### src/hw/rtl/dam_pkg.sv
`default_nettype none
package dam_pkg;
   localparam int WORD_W = 15;
   localparam int ADDR_W = 7;
   localparam int WORD_MAX = 9999;
   localparam logic [6:0] OP_READ = 7'd10;
   localparam logic [6:0] OP_WRITE = 7'd11;
   localparam logic [6:0] OP_LOAD = 7'd20;
   localparam logic [6:0] OP_STORE = 7'd21;
   localparam logic [6:0] OP_ADD = 7'd30;
   localparam logic [6:0] OP_SUB = 7'd31;
   localparam logic [6:0] OP_DIV = 7'd32;
   localparam logic [6:0] OP_MUL = 7'd33;
   localparam logic [6:0] OP_BR = 7'd40;
   localparam logic [6:0] OP_BRNEG = 7'd41;
   localparam logic [6:0] OP_BRZERO = 7'd42;
   localparam logic [6:0] OP_HALT = 7'd43;
   localparam logic [1:0] ST_OK = 2'd0;
   localparam logic [1:0] ST_WORD = 2'd1;
   localparam logic [1:0] ST_HALT = 2'd2;
   localparam logic [1:0] ST_DIVZ = 2'd3;
   typedef struct packed {
      logic cmd;
      logic [ADDR_W-1:0] load_addr;
      logic signed [WORD_W-1:0] data_word;
   } item_type;
   function automatic logic signed [WORD_W-1:0] sat_word(input logic signed [31:0] v);
      if (v > WORD_MAX) return WORD_W'(WORD_MAX);
      if (v < -WORD_MAX) return WORD_W'(-WORD_MAX);
      return v[WORD_W-1:0];
   endfunction
endpackage
`default_nettype wire

### src/hw/rtl/decimal_accumulator_machine_core.sv
`default_nettype none
// decimal accumulator machine: MEM_WORDS signed decimal words, an accumulator and
// a program counter.
// input: an item is transferred when start is high and busy is low. req_cmd 0
// writes req_data_word (saturated to +-9999) at req_load_addr if under MEM_WORDS;
// req_cmd 1 runs the program counter's instruction, req_data_word feeding READ.
// output: one result per item, held on rsp_* for one cycle with rsp_strobe.
// the receiver cannot stall; results leave in order of transfer.
// a front queue takes the item, the back end runs it; busy drops in the cycle
// after the result has been sent, so one item is in the machine at a time.
// a load item goes straight to its result; an instruction's result waits on
// two registered memory reads, instruction then operand; a divide also waits
// on the bit-serial divider, which runs 14 steps, and a multiply on a product
// register.
// reset: memory is cleared by a pass over all MEM_WORDS words; items wait in the
// queue meanwhile. accumulator and program counter reset to zero.
module decimal_accumulator_machine_core #(parameter int MEM_WORDS = 100) (
   input  wire logic clock,
   input  wire logic reset,
   input  wire logic start,
   output logic busy,
   input  wire logic req_cmd,
   input  wire logic [6:0] req_load_addr,
   input  wire logic signed [14:0] req_data_word,
   output logic rsp_strobe,
   output logic [1:0] rsp_status,
   output logic signed [14:0] rsp_out_word,
   output logic signed [14:0] rsp_acc_value,
   output logic [6:0] rsp_pc_value
);
   import dam_pkg::*;
   logic q_valid, q_take, back_idle;
   item_type q_item;
   dam_front u_front (.clock, .reset, .start, .req_cmd, .req_load_addr,
      .req_data_word, .busy, .q_valid, .q_item, .q_take, .back_idle);
   dam_back #(.MEM_WORDS(MEM_WORDS)) u_back (.clock, .reset, .q_valid, .q_item,
      .q_take, .idle(back_idle), .rsp_strobe, .rsp_status, .rsp_out_word,
      .rsp_acc_value, .rsp_pc_value);
endmodule
`default_nettype wire

### src/hw/rtl/dam_front.sv
`default_nettype none
module dam_front (
   input  wire logic clock,
   input  wire logic reset,
   input  wire logic start,
   input  wire logic req_cmd,
   input  wire logic [6:0] req_load_addr,
   input  wire logic signed [14:0] req_data_word,
   output logic busy,
   output logic q_valid,
   output dam_pkg::item_type q_item,
   input  wire logic q_take,
   input  wire logic back_idle
);
   import dam_pkg::*;
   // two-entry queue; one item in the machine at a time keeps order trivial
   item_type slot_ff [2];
   logic [1:0] cnt_ff, cnt_in;
   logic rd_ff, wr_ff;
   logic push;
   logic inflight_ff, inflight_in;
   assign busy = inflight_ff;
   assign push = start && !busy;
   assign q_valid = cnt_ff != 2'd0;
   assign q_item = slot_ff[rd_ff];
   always_comb begin
      cnt_in = cnt_ff + 2'(push) - 2'(q_take);
      inflight_in = inflight_ff;
      if (push) inflight_in = 1'b1;
      else if (inflight_ff && cnt_ff == 2'd0 && !q_take && back_idle) inflight_in = 1'b0;
   end
   always_ff @(posedge clock) begin
      if (reset) begin
         cnt_ff <= 2'd0; rd_ff <= 1'b0; wr_ff <= 1'b0; inflight_ff <= 1'b0;
      end else begin
         cnt_ff <= cnt_in; inflight_ff <= inflight_in;
         if (push) wr_ff <= !wr_ff;
         if (q_take) rd_ff <= !rd_ff;
      end
      if (push) slot_ff[wr_ff] <= '{req_cmd, req_load_addr, sat_word(32'(req_data_word))};
   end
endmodule
`default_nettype wire

### src/hw/rtl/dam_div.sv
`default_nettype none
module dam_div (
   input  wire logic clock,
   input  wire logic reset,
   input  wire logic go,
   input  wire logic signed [14:0] num,
   input  wire logic signed [14:0] den,
   output logic done,
   output logic signed [14:0] quo
);
   // restoring divide on magnitudes, one bit per cycle
   logic [13:0] q_ff, d_ff;
   logic [14:0] r_ff;
   logic [3:0] n_ff;
   logic neg_ff, run_ff;
   logic [14:0] trial;
   logic [13:0] an, ad;
   assign an = num[14] ? 14'(-num) : num[13:0];
   assign ad = den[14] ? 14'(-den) : den[13:0];
   assign trial = {r_ff[13:0], q_ff[13]};
   assign done = run_ff && n_ff == 4'd0;
   assign quo = neg_ff ? -$signed({1'b0, q_ff}) : $signed({1'b0, q_ff});
   always_ff @(posedge clock) begin
      if (reset) begin
         run_ff <= 1'b0; n_ff <= 4'd0;
      end else if (go) begin
         run_ff <= 1'b1; n_ff <= 4'd14;
         q_ff <= an; d_ff <= ad; r_ff <= '0; neg_ff <= num[14] ^ den[14];
      end else if (run_ff && n_ff != 4'd0) begin
         n_ff <= n_ff - 4'd1;
         if (trial >= {1'b0, d_ff}) begin
            r_ff <= trial - {1'b0, d_ff}; q_ff <= {q_ff[12:0], 1'b1};
         end else begin
            r_ff <= trial; q_ff <= {q_ff[12:0], 1'b0};
         end
      end else run_ff <= 1'b0;
   end
endmodule
`default_nettype wire

### src/hw/rtl/dam_back.sv
`default_nettype none
module dam_back #(parameter int MEM_WORDS = 100) (
   input  wire logic clock,
   input  wire logic reset,
   input  wire logic q_valid,
   input  dam_pkg::item_type q_item,
   output logic q_take,
   output logic idle,
   output logic rsp_strobe,
   output logic [1:0] rsp_status,
   output logic signed [14:0] rsp_out_word,
   output logic signed [14:0] rsp_acc_value,
   output logic [6:0] rsp_pc_value
);
   import dam_pkg::*;
   localparam int AW = $clog2(MEM_WORDS);
   localparam logic [3:0] S_IDLE = 4'd0, S_CLR = 4'd1, S_FETCH = 4'd2, S_WAITI = 4'd3,
      S_DEC = 4'd4, S_OPRD = 4'd5, S_WAITO = 4'd6, S_EXEC = 4'd7, S_DIV = 4'd8,
      S_MUL = 4'd9, S_DONE = 4'd10;
   logic signed [14:0] mem [MEM_WORDS];
   logic [3:0] st_ff;
   logic [AW-1:0] raddr, waddr, clr_ff;
   logic we, re;
   logic signed [14:0] wdata, rdata_ff;
   logic [AW-1:0] pc_ff, opaddr_ff;
   logic [6:0] op_ff;
   logic signed [14:0] acc_ff, mval_ff;
   logic signed [29:0] prod_ff;
   item_type it_ff;
   logic [1:0] status_ff;
   logic signed [14:0] rep_ff;
   logic [13:0] mag;
   logic [6:0] opc, opr;
   logic [26:0] opc_prod;
   logic [13:0] opc_x100;
   logic [AW-1:0] exec_pc;
   logic [3:0] exec_st;
   logic div_go, div_done;
   logic signed [14:0] div_q;
   dam_div u_div (.clock, .reset, .go(div_go), .num(acc_ff), .den(mval_ff),
      .done(div_done), .quo(div_q));
   assign mag = rdata_ff[14] ? 14'(-rdata_ff) : rdata_ff[13:0];
   // divide by 100 as a reciprocal multiply, exact for every word up to 9999
   assign opc_prod = {13'd0, mag} * 27'd5243;
   assign opc = 7'(opc_prod >> 19);
   assign opc_x100 = 14'(opc) * 14'd100;
   assign opr = 7'(mag - opc_x100);
   assign q_take = st_ff == S_IDLE && q_valid;
   assign idle = st_ff == S_IDLE;
   assign div_go = st_ff == S_EXEC && op_ff == OP_DIV && mval_ff != 0;
   function automatic logic [AW-1:0] inc(input logic [AW-1:0] p);
      return (32'(p) + 1 >= MEM_WORDS) ? '0 : AW'(32'(p) + 1);
   endfunction
   // operand below 100, so for a depth of ten or more at most nine multiples of the depth to remove
   function automatic logic [AW-1:0] wrap_addr(input logic [6:0] a);
      logic [6:0] r;
      r = a;
      for (int k = 1; k <= 9; k++)
         if (32'(a) >= k * MEM_WORDS) r = 7'(32'(a) - 32'(k * MEM_WORDS));
      return AW'(r);
   endfunction
   always_comb begin
      re = st_ff == S_FETCH || st_ff == S_OPRD;
      raddr = st_ff == S_FETCH ? pc_ff : opaddr_ff;
      we = 1'b0; waddr = clr_ff; wdata = '0;
      if (st_ff == S_CLR) we = 1'b1;
      else if (q_take && !q_item.cmd && 32'(q_item.load_addr) < MEM_WORDS) begin
         we = 1'b1; waddr = AW'(q_item.load_addr); wdata = q_item.data_word;
      end else if (st_ff == S_EXEC && (op_ff == OP_READ || op_ff == OP_STORE)) begin
         we = 1'b1; waddr = opaddr_ff;
         wdata = op_ff == OP_READ ? it_ff.data_word : acc_ff;
      end
   end
   always_comb begin
      exec_pc = inc(pc_ff);
      exec_st = S_DONE;
      case (op_ff)
         OP_DIV: if (mval_ff == 0) exec_pc = '0; else exec_st = S_DIV;
         OP_MUL: exec_st = S_MUL;
         OP_BR: exec_pc = opaddr_ff;
         OP_BRNEG: if (acc_ff < 0) exec_pc = opaddr_ff;
         OP_BRZERO: if (acc_ff == 0) exec_pc = opaddr_ff;
         OP_HALT: exec_pc = '0;
         default: ;
      endcase
   end
   always_ff @(posedge clock) begin
      if (we) mem[waddr] <= wdata;
      if (re) rdata_ff <= mem[raddr];
   end
   always_ff @(posedge clock) begin
      rsp_strobe <= !reset && st_ff == S_DONE;
      if (reset) begin
         st_ff <= S_CLR; clr_ff <= '0; pc_ff <= '0; acc_ff <= '0;
      end else begin
         unique case (st_ff)
            S_CLR: begin
               clr_ff <= clr_ff + AW'(1);
               if (32'(clr_ff) == MEM_WORDS - 1) st_ff <= S_IDLE;
            end
            S_IDLE: if (q_valid) begin
               it_ff <= q_item; status_ff <= ST_OK; rep_ff <= '0;
               st_ff <= q_item.cmd ? S_FETCH : S_DONE;
            end
            S_FETCH: st_ff <= S_WAITI;
            S_WAITI: st_ff <= S_DEC;
            S_DEC: begin
               op_ff <= opc; opaddr_ff <= wrap_addr(opr); st_ff <= S_OPRD;
            end
            S_OPRD: st_ff <= S_WAITO;
            S_WAITO: begin mval_ff <= rdata_ff; st_ff <= S_EXEC; end
            S_EXEC: begin
               pc_ff <= exec_pc; st_ff <= exec_st;
               case (op_ff)
                  OP_WRITE: begin rep_ff <= mval_ff; status_ff <= ST_WORD; end
                  OP_LOAD: acc_ff <= mval_ff;
                  OP_ADD: acc_ff <= sat_word(32'(acc_ff) + 32'(mval_ff));
                  OP_SUB: acc_ff <= sat_word(32'(acc_ff) - 32'(mval_ff));
                  OP_DIV: if (mval_ff == 0) status_ff <= ST_DIVZ;
                  OP_MUL: prod_ff <= acc_ff * mval_ff;
                  OP_HALT: status_ff <= ST_HALT;
                  default: ;
               endcase
            end
            S_DIV: if (div_done) begin acc_ff <= div_q; st_ff <= S_DONE; end
            S_MUL: begin acc_ff <= sat_word(32'(prod_ff)); st_ff <= S_DONE; end
            S_DONE: begin
               rsp_status <= status_ff; rsp_out_word <= rep_ff;
               rsp_acc_value <= acc_ff; rsp_pc_value <= 7'(pc_ff); st_ff <= S_IDLE;
            end
            default: st_ff <= S_IDLE;
         endcase
      end
   end
endmodule
`default_nettype wire
### config.mk
export PLATFORM = sky130hd
export DESIGN_NAME = decimal_accumulator_machine_core
export DESIGN_NICKNAME = d
export VERILOG_FILES = /design/src/hw/rtl/dam_pkg.sv /design/src/hw/rtl/decimal_accumulator_machine_core.sv /design/src/hw/rtl/dam_front.sv /design/src/hw/rtl/dam_div.sv /design/src/hw/rtl/dam_back.sv
export SDC_FILE = /design/constraint.sdc
export NUM_CORES = 2
export LEC_CHECK = 0
export ABC_AREA = 1
export CORE_MARGIN = 2
export CORE_UTILIZATION = 25
export DETAILED_ROUTE_END_ITERATION = 12
export DONT_BUFFER_PORTS = 1
export HOLD_SLACK_MARGIN = 0.1
export PLACE_DENSITY = 0.46
export SLEW_MARGIN = 10
export SYNTH_ARGS = -nofsm -noshare
export SYNTH_HDL_FRONTEND = slang
export SYNTH_SLANG_ARGS = --single-unit
export TNS_END_PERCENT = 10
### constraint.sdc
create_clock -name clock -period 7.44 [get_ports clock]
set_input_delay 0.372 -clock clock [delete_from_list [all_inputs] [get_ports clock]]
set_output_delay 0.372 -clock clock [all_outputs]
set_load 0.02 [all_outputs]
==> impl_results.md <==
- Status: complete, no violations
- Cells after DPL: 12097
- # rows: 216
- Via Count: 59832
- Core area: 346000 um2
- P_leak: 33.8 nW
- Tcrit/Tclk final: 94.8%
- Top cell by count, worst path: nand2_1
- Detailed-route DRC error count: 0
- H-Tree Depth: 4
- Top cell type's share of synthesized area: 60.0%
- R2r worst-path depth: 39
- Number of synthesized flops with an enable pin: 1734
- Worst reg2reg endpoint: u_back.opaddr_ff[4]
- Post-Syn Area: 86800 um2
- Crit Path Max Fanout: 6
- Yosys warns: 0
- Bufs on Longest Clock Path: 4
- Largest net degree at the start of global routing: 145
- Core Util, Final: 29.1%
- GRT Overall Usage: 15.6%
- Layout Skew: 101 ps
- Grt ovf: 0
- Worst R2R Setup Slack: 380 ps
- I/O pins: 67
- DR WL/cell: 22.4 um
- Setup CP Type: reg -> reg
- Library cells used by synthesis: 66
- CP startpoint kind: flip-flop
- Initial Utilization: 25.1%
- Endpoint type of the worst setup path: flip-flop
- Post-synthesis sequential area ratio: 61.0%
- Share of cells above drive strength 1: 9.38%
- TritonCTS Sinks: 1779
- Routed Antenna Nets: 0
- CP top delay family: adder cells
- Pre-antenna DRT Iters: 6
- #FFs+latches synth: 1779
- Skew-Pair Late Insertion Delay: 910 ps
- P&R area growth vs syn: 15.8%
- Top FF cell, synth: edfxtp_1
- Yosys top cell by area: edfxtp_1
- Syn nets: 8199
- CP max stage delay: 550 ps
- Reg-to-reg startpoint: u_back.rdata_ff[0]
- Most frequent cells in the layout: edfxtp_1 (1734), nor2_1 (1113), nand2_1 (876), o21ai_0 (833), inv_1 (665)
- WP data arrival: 7630 ps
- Mapped Cells: 7659
- Minimum clock period: 7060 ps
- Finished Layout Cells: 12512
- Total CTS buffers: 197
- Die X-Extent: 593 um
- First-pass GRT wire length: 410000 um
- Vias in the first global route: 59430
- Power, Total: 0.0210 W
- Slowest-stage cell, CP: fa_1
- Post-layout net count: 8303
- Total routed wirelength: 280000 um
- WP data required: 8010 ps
- Starting DRT DRC Count: 5304
- Die Y: 593 um
- CP startpoint: u_back.rdata_ff[0]
- Max VDD drop: 0.189 mV
- Die area: 352000 um2
- Initial antenna violation count: 12
- Fmax: 0.142 GHz
- Cell depth of the worst setup path: 39
- Hold Fails Final Rpt: 0
- Via density: 4.78
- Clock-pin slew on the worst setup and hold paths: 70 ps
- Max_cap viols: 0
- Most common cell after layout, fill and taps aside: edfxtp_1
- Synth Area per Inst: 11.3 um2
- Setup Viol. Count Final: 0
- Fin Setup TNS: 0 ps
- HPWL Detailed: 179000 um
- Clock root buffer: clkbuf_16
- Pin slew with the least headroom to its limit: 1210 ps
- TritonCTS clock tree: built
- Crit path buffers/inverters: 10
- Max-slew violations: 0
- Hold Crit Class: in -> reg
- Max-slew headroom: 19.2%
- PwrDens: 209 nW/um2
- Critical Path Sink: u_back.opaddr_ff[4]
- Final GP Congestion: 0.865
- Fraction of registers with async set/reset: 0%
- Largest cells by area after synthesis: edfxtp_1 (60%), fa_1 (6.4%), o21ai_0 (4.9%)
- IO buf count: 0
layout make-up:
type	instances	area (um2)
Multi-Input combinational cell	4743	29800
Inverter	704	2660
Sequential cell	1779	53000
Tap cell	4578	5730
Clock buffer	242	5170
Antenna cell	6	15.0
Fill cell	35403	245000
Clock inverter	122	1330
Timing Repair Buffer	338	2870
routing by layer:
layer,vias to the layer above,part of all wire [%],global-route usage (%)
met5,-,0.12,0
met4,4,2.4,3.80
met3,327,5.5,1.77
met2,1813,47,25.6
met1,30508,45,22.0
li1,27180,-,-
worst register-to-register path: cells and delay by family (launching register included):
kind	cells	cell delay, ps
DFF	1	400
buffers and inverters	10	910
adders and majority gates	10	3300
and+or+nand+nor	16	1570
AOI/OAI and AO/OA	1	240
xor gates and xnor gates	2	400
what timing repair did:
item	in CTS	in global routing
buffers inserted	0	13
setup endpoints to repair	5	5
resized for setup	1	52
pin swaps	0	29
endpoints found under the hold margin	201	0
hold buffers	32	0
sequential cells by signal (all words and copies together), names as in the netlist, 2 cells and up, named ones only:
signal,cells
u_back.prod_ff,30
u_back.mem,1500
u_back.rsp_status,2
u_front.cnt_ff,2
u_back.status_ff,2
u_back.acc_ff,15
u_back.op_ff,7
u_back.u_div.r_ff,14
u_back.pc_ff,7
u_back.u_div.d_ff,14
u_back.rsp_out_word,15
u_back.st_ff,4
u_back.rep_ff,15
u_back.clr_ff,7
u_back.mval_ff,15
u_back.rsp_acc_value,15
u_back.opaddr_ff,7
u_back.u_div.n_ff,4
u_front.slot_ff,46
u_back.u_div.q_ff,14
u_back.rdata_ff,15
u_back.rsp_pc_value,7
u_back.it_ff,15
power breakdown:
part | switching [W] | internal, W | total [W]
registers | 0.0000134 | 0.0109 | 0.0109
clock network | 0.00416 | 0.00576 | 0.00992
logic | 0.000130 | 0.0000425 | 0.000172
cells in the mapped netlist (all sizes together), types with 3 or more instances:
master and instances:
xnor2 28, nor4 12, o2111ai 4, nand3b 7
o21bai 22, fa 278, nor3 61, clkbuf 246
edfxtp 1734, dfxtp 45, a221oi 7, o21ai 994
a21boi 6, o31ai 9, or2 4, a211oi 3
inv 699, nor2 1136, nand3 242, clkinv 5
a311oi 15, a21o 6, nand4 27, o22ai 232
mux2i 5, buf 187, nand2 897, o221ai 175
a21oi 162, o21a 6, xor2 95, a31oi 30
ha 236, o311ai 10, o211ai 25
logic make-up after synthesis:
| group | after synthesis | synth area share, % |
|---|---|---|
| simple gates | 2390 | 11.1 |
| flops | 1779 | 61.0 |
| compound gates | 1709 | 11.5 |
| buf+inv | 1137 | 5.29 |
| fa+ha+maj | 515 | 9.82 |
| xor+xnor | 124 | 1.28 |
| mux | 5 | 0.0620 |
stage by stage:
step / hold WS, ps / setup slack [ps] / instance area (um2)
2_1_floorplan: 400 / 491 / 86800
3_3_place_gp: 403 / -117 / 93300
3_5_place_dp: 405 / -37.9 / 93300
4_1_cts: 210 / 15.5 / 100000
5_1_grt: 239 / -18.6 / 101000
6_report: 264 / 385 / 101000
worst min path at each step:
stage | start | end | slack (ps) | depth (start not counted)
after detailed placement | u_back.rep_ff[10] | u_back.rsp_out_word[10] | 400 | 0
after global routing | req_load_addr[2] | u_front.slot_ff[1][17] | 240 | 1
after global placement | u_back.rep_ff[6] | u_back.rsp_out_word[6] | 400 | 0
after CTS | req_load_addr[2] | u_front.slot_ff[1][17] | 210 | 1
final | req_load_addr[4] | u_front.slot_ff[0][19] | 260 | 1
after floorplan | u_back.rep_ff[0] | u_back.rsp_out_word[0] | 400 | 0
Power figures use the tool's default switching activity.
